File: src/sv/plsu_pkg.sv
// Shared types and constants of the piecewise-linear source unit.
package plsu_pkg;

  localparam int COUNT_W = 7;
  localparam int INDEX_W = 6;
  localparam int TIME_W  = 32;
  localparam int VALUE_W = 32;

  localparam logic CMD_WRITE = 1'b0;
  localparam logic CMD_QUERY = 1'b1;

  typedef struct packed {
    logic                      command;
    logic [INDEX_W-1:0]        point_index;
    logic [TIME_W-1:0]         point_time;
    logic signed [VALUE_W-1:0] point_value;
    logic [TIME_W-1:0]         query_time;
  } in_t;

  typedef struct packed {
    logic signed [VALUE_W-1:0] level;
    logic                      in_segment;
  } out_t;

  typedef struct packed {
    logic start;
    logic done;
  } div_ctrl_t;

endpackage

File: src/sv/plsu_div.sv
// Bit-serial restoring divider: 64-bit dividend by 32-bit divisor, 32-bit quotient.
module plsu_div (
  input  logic                               clk,
  input  logic                               rst_n,
  input  logic                               start,
  input  logic [2*plsu_pkg::TIME_W-1:0]      dividend,
  input  logic [plsu_pkg::TIME_W-1:0]        divisor,
  output plsu_pkg::div_ctrl_t                status,
  output logic [plsu_pkg::TIME_W-1:0]        quotient
);

  localparam int DW = 2 * plsu_pkg::TIME_W;
  localparam int SW = $clog2(DW);

  logic [DW-1:0]                   dq_r;
  logic [plsu_pkg::TIME_W-1:0]     rem_r;
  logic [plsu_pkg::TIME_W-1:0]     dvs_r;
  logic [SW-1:0]                   step_r;
  logic                            run_r;
  logic                            done_r;
  logic [plsu_pkg::TIME_W:0]       rem_sh;
  logic [plsu_pkg::TIME_W:0]       rem_diff;
  logic                            q_bit;

  // One quotient bit per cycle, most significant first.
  assign rem_sh   = {rem_r, dq_r[DW-1]};
  assign rem_diff = rem_sh - {1'b0, dvs_r};
  assign q_bit    = (rem_sh >= {1'b0, dvs_r});

  always_ff @(posedge clk) begin
    if (!rst_n) begin
      run_r  <= 1'b0;
      done_r <= 1'b0;
      step_r <= '0;
    end else begin
      done_r <= 1'b0;
      if (start) begin
        run_r  <= 1'b1;
        step_r <= '0;
      end else if (run_r) begin
        step_r <= step_r + 1'b1;
        if (step_r == SW'(DW - 1)) begin
          run_r  <= 1'b0;
          done_r <= 1'b1;
        end
      end
    end
  end

  always_ff @(posedge clk) begin
    if (start) begin
      dq_r  <= dividend;
      rem_r <= '0;
      dvs_r <= divisor;
    end else if (run_r) begin
      dq_r  <= {dq_r[DW-2:0], q_bit};
      rem_r <= q_bit ? rem_diff[plsu_pkg::TIME_W-1:0] : rem_sh[plsu_pkg::TIME_W-1:0];
    end
  end

  assign status.start = start;
  assign status.done  = done_r;
  assign quotient     = dq_r[plsu_pkg::TIME_W-1:0];

endmodule

File: config.mk
export PLATFORM = sky130hd
export DESIGN_NAME = plsu_div
export DESIGN_NICKNAME = d
export VERILOG_FILES = /design/src/sv/plsu_pkg.sv /design/src/sv/plsu_div.sv
export SDC_FILE = /design/constraint.sdc
export NUM_CORES = 1
export LEC_CHECK = 0
export BUFFER_PORTS_ARGS = -buffer_cell sky130_fd_sc_hd__buf_2
export CAP_MARGIN = 20
export CORE_MARGIN = 2
export CORE_UTILIZATION = 46
export DETAILED_ROUTE_END_ITERATION = 10
export GPL_ROUTABILITY_DRIVEN = 0
export PLACE_DENSITY = 0.7
export SYNTH_ARGS = -nofsm -noshare
export SYNTH_HDL_FRONTEND = slang
export SYNTH_SLANG_ARGS = --single-unit
File: constraint.sdc
create_clock -name clk -period 2.63 [get_ports clk]
set_clock_uncertainty 0.1 [all_clocks]
set_input_delay 0.3945 -clock clk [delete_from_list [all_inputs] [get_ports clk]]
set_output_delay 0.3945 -clock clk [all_outputs]
set_load 0.05 [all_outputs]
---- Word level (Yosys, flattened, before mapping) ----
Cells that the tools add are included.
word-level totals
  bits in registers ....................... 136
  bits in latches ......................... 0
  memory bits (writable) .................. 0
  ROM bits ................................ 0
  input bits .............................. 99
  output and inout port bits .............. 34
  word-level logic and storage cells ...... 22
  memories kept ........................... 0
cells by class
  add/sub/neg operators ................... 2
  multipliers ............................. 0
  div/mod/pow operators ................... 0
  magnitude comparators ................... 1
  equal/unequal tests ..................... 1
  shift-type cells ........................ 0
  multiplexer cells ....................... 7
  bitwise operators ....................... 2
  reduce and logical (&&, ||, !) cells .... 3
operators with widths
  cell                                                            number
  64-bit two-way mux                                              2
  33-bit by 32-bit greater-or-equal comparator with 1-bit output  1
  32-bit two-way mux                                              1
  32-bit subtractor                                               1
  6-bit by 1-bit adder with 6-bit output (second input constant)  1
  6-bit equality test (second input constant)                     1
  1-bit two-way mux                                               4
  3-bit OR reduction                                              1
  1-bit NOT                                                       2
  2-bit nonzero test                                              1
  2-bit OR reduction                                              1

---- Depth between registers and ports, before layout ----
  depth after elaboration ................. 4
  mapped depth ............................ 13
  depth with buffers taken out ............ 11

---- Least setup slack after synthesis ----
OpenSTA, ideal clock, no wires.
  path kind ............................... register -> register
  start ................................... register dvs_r[18] in the netlist's numbering
  end ..................................... register dq_r[0] (data pin)
  setup time .............................. 0.260 ns
  arrival ................................. 2.340 ns
  data required time ...................... 2.270 ns
  path slack .............................. -0.070 ns
  stages on the path, launching flop included .. 13
  buffers on the path ..................... 2
  period minus slack after synthesis ...... 2.700 ns
  path through ............................ edfxtp_1 -> inv_1 -> ha_1 -> buf_2 -> a21o_1 -> a31oi_1 -> nor3b_1 -> a31o_2 -> nor3_4 -> o21ai_4 -> nand2_2 -> buf_2 -> mux2_2
on the way
  longest elaborated chain between the ends .. 3
RTL lines
  item                                                            line            RTL
  start, declared                                                 plsu_div.sv:17  logic [plsu_pkg::TIME_W-1:0] dvs_r;
  start signal, assigned                                          plsu_div.sv:54  dvs_r <= divisor;
  33-bit by 32-bit greater-or-equal comparator with 1-bit output  plsu_div.sv:28  assign q_bit = (rem_sh >= {1'b0, dvs_r});
  64-bit two-way mux                                              plsu_div.sv:55  end else if (run_r) begin
  64-bit two-way mux                                              plsu_div.sv:51  if (start) begin
  end signal, assigned                                            plsu_div.sv:52  dq_r <= dividend;
  end signal, assigned                                            plsu_div.sv:56  dq_r <= {dq_r[DW-2:0], q_bit};
  end, declared                                                   plsu_div.sv:15  logic [DW-1:0] dq_r;
No other way between the ends. The select of a mux whose other input is x is not followed.
A chain may end at the register's enable or synchronous reset.

---- Final worst setup path ----
  start ................................... register dvs_r[11] in the netlist's numbering
  end ..................................... register rem_r[28] in the netlist's numbering
on the way
  longest elaborated chain between the ends .. 2
  elaborated cells between the ends (all ways) .. 3
  those cells by class .................... add/sub: 1; order compare: 1; mux: 1
RTL lines
  item                                                                                                        line                            RTL
  32-bit subtractor / 33-bit by 32-bit greater-or-equal comparator with 1-bit output (equally long branches)  plsu_div.sv:27, plsu_div.sv:28
  32-bit two-way mux (*)                                                                                      plsu_div.sv:57                  rem_r <= q_bit ? rem_diff[plsu_pkg::TIME_W-1:0] : rem_sh[plsu_pkg::TIME_W-1:0];
  end signal, assigned                                                                                        plsu_div.sv:57
  end, declared                                                                                               plsu_div.sv:16                  logic [plsu_pkg::TIME_W-1:0] rem_r;
Mark *: on every way between the ends. The rest lies on a longest branch, timed or not.

==> results.ini <==
[timing]
rsz0062_at_grt=yes
hold_viol=0
maxSlewViolCount=0
slew-limit-headroom_pct=43.50
clock.fmax_mhz=359.2
min_period_ps=2784
fin_ws_ps=-154.3
setup_violations=33
worst_pin_slew_ps=844.4
min_period_over_period_pct=105.9

[drt]
via_per_inst=5.691
wl_per_cell_um=18.82
drt_iter0_markers=597
num_vias=6732
routed_wl_um=22260
drtAntennaViolNets=0
drc=0
dr.pass1.iters=6

[cts]
htreeDepth=4
cts_tree=done
insertion_delay_ps=430
cts_made_buffers=17
ctsRootBufferMaster=clkbuf_16
cts_buffer_depth=2
cts_hold_buf=0
clkTransAtPathRegs_ps=70
cts_sinks=136

[synth]
synth_top_area_share_pct=36.69
ys_seq_elements=136
ys.flop_type=edfxtp_1
yosysUniqueCellTypes=74
syn_inst=740
ys_seq_area_share_pct=46.88
synth-edff-count=96
async_flop_share_pct=0
yosys-top-cells-count=96 x edfxtp_1, 64 x mux2_2, 56 x nor2_1, 48 x nand2_1, 45 x inv_1
yosysTopAreaCell=edfxtp_1
avgSynthCellArea_sq_um=10.62
synth_area_leaders=edfxtp_1 37%, dfxtp_1 10%, mux2_2 9.2%
yosysMostFrequentCell=edfxtp_1
synth_area_sq_um=7858
ys_warn_count=0
synth_fp_nets=873

[place]
place_ws_ps=-341.2
dpl.hpwl_um=13630
io_buffers=132

[floorplan]
fp-row-count=47
die_height_um=134.7
design.core.area_sq_um=16640
die_x_um=134.7
die-area_sq_um=18140
start_util_pct=47.21
ios=133

[global_route]
grtUsageTotal_pct=24.01
overflow=0
grt_first_pass_wirelength_um=34100
grt_max_degree=65
antenna_found_initial=1
grt_pass1_vias=6812

[final_layout]
area_growth_pct=39.27
drive_above_1_share_pct=51.66
final_nets=1082

[power_and_ir_drop]
p_per_area_nw_per_um2=610.4
peakVddDrop_v=0.0004972
total_power_mw=6.679
leakagePower_nw=4.484

[setup_path]
startpoint_type=flip-flop
cp_max_fo=6
critPathKind=flip-flop to flip-flop
r2r-end=rem_r[28]$_SDFFE_PP0P_
rr_worst_depth=11
critPathArrivalTime_ps=2980
cp.required_ps=2820
cp-end-kind=flip-flop
crit_end=rem_r[28]$_SDFFE_PP0P_
timing.rr.start=dvs_r[11]$_DFFE_PP_
crit_start=dvs_r[11]$_DFFE_PP_
rrSetupSlack_ps=-150

[status]
violations=negative setup slack
status=finished, violations left

[min_path]
hold_class=input port to flip-flop

[job]
cap_violations=0

## cell families after synthesis
kind of cell | count (synthesis) | synth area share, %
AND/OR/NAND/NOR | 183 | 11.29
multiplexers | 67 | 9.554
XOR/XNOR | 30 | 3.344
AO/OA/AOI/OAI | 166 | 15.10
flip-flops | 136 | 46.88
buffers and inverters | 124 | 8.328
adder cells (fa/ha/maj) | 34 | 5.510
## worst max-delay path: stages, from the launching register on
cell	delay (ps)
edfxtp_1	390
inv_2	80
ha_4	190
buf_4	150
a21oi_1	240
o21ai_2	180
o21bai_1	300
o311ai_4	140
o2111ai_2	200
o31ai_2	230
xor2_1	250
o221ai_1	170
## per-layer routing
layer,vias up,global-route usage (%),part of all wire (%)
li1,3139,-,-
met3,68,6.419,6.2
met1,3258,29.67,41
met2,267,40.13,50
met4,0,9.357,3.5
met5,-,0,0
## cells in the final DEF, fill, tap and decap left out, types with 4 or more instances in the layout
| cell type | count |
|---|---|
| buf_2 | 131 |
| buf_4 | 111 |
| edfxtp_1 | 96 |
| mux2_2 | 63 |
| nor2_1 | 54 |
| nand2_1 | 48 |
| dfxtp_1 | 40 |
| inv_1 | 28 |
| ha_4 | 22 |
| a21oi_1 | 21 |
| o21ai_2 | 19 |
| xnor2_1 | 19 |
| nand3_1 | 18 |
| clkbuf_16 | 17 |
| buf_6 | 17 |
| inv_2 | 16 |
| a21o_1 | 16 |
| nand4_1 | 15 |
| o21ai_0 | 12 |
| o211ai_1 | 11 |
| a311oi_1 | 11 |
| ha_1 | 11 |
| xor2_1 | 9 |
| a21oi_2 | 7 |
| buf_12 | 7 |
| o21a_1 | 5 |
| or3_1 | 5 |
| nor3_1 | 5 |
| o311a_1 | 5 |
| a21oi_4 | 4 |
| or3_4 | 4 |
| nor3_2 | 4 |
| a211oi_2 | 4 |
| o21a_4 | 4 |
| inv_6 | 4 |
## per-stage QoR
step | cells | hold WS [ps] | utilization [%] | TNS [ps] | cell area (sq um)
detailed placement | 1123 | 365.0 | 55.25 | -5581 | 9195
CTS | 1175 | 22.51 | 63.35 | -737.1 | 10540
finish | 1183 | 38.60 | 65.75 | -2536 | 10940
global placement | 1123 | 356.1 | 55.25 | -5809 | 9195
floorplan | 740 | 341.0 | - | -36.58 | 7869
global route | 1183 | 14.49 | 65.75 | -5280 | 10940
## worst min-delay path by stage
stage | startpoint | to | slack (ps) | depth (start not counted)
2_1_floorplan | rem_r[31]$_SDFFE_PP0P_ | rem_r[31]$_SDFFE_PP0P_ | 340 | 2
3_3_place_gp | rem_r[31]$_SDFFE_PP0P_ | rem_r[31]$_SDFFE_PP0P_ | 360 | 2
3_5_place_dp | step_r[5]$_SDFFE_PP0P_ | done_r$_SDFF_PP0_ | 360 | 2
4_1_cts | divisor[19] | dvs_r[19]$_DFFE_PP_ | 20 | 1
5_1_grt | divisor[19] | dvs_r[19]$_DFFE_PP_ | 10 | 1
6_report | divisor[19] | dvs_r[19]$_DFFE_PP_ | 40 | 1
## flip-flops by register name, summed over array words and instances (netlist names)
name and cells:
dq_r 64, dvs_r 32, rem_r 32, step_r 6, done_r 1, run_r 1
## timing repair
action                     4_1_cts  5_1_grt
setup endpoints to repair       33       33
gates resized for setup        117       73
buffers inserted                17        8
cloned                           4        0
pin swaps                       56       48
## cell type report
cell class / instances / area (sq um)
Multi-Input combinational cell: 483 / 4382
Sequential cell: 136 / 3684
Clock inverter: 15 / 181.4
Fill cell: 1214 / 5699
Tap cell: 220 / 275.3
Timing Repair Buffer: 266 / 1821
Clock buffer: 17 / 425.4
Antenna cell: 1 / 2.502
Inverter: 45 / 172.7
## where the power goes
part / switching (mW) / total (mW) / internal [mW]
clock: 1.05 / 2.41 / 1.36
combinational: 0.927 / 1.67 / 0.746
sequential: 0.0927 / 2.59 / 2.50
total: 2.07 / 6.68 / 4.61
No activity file was read; power rests on OpenSTA's default activity.
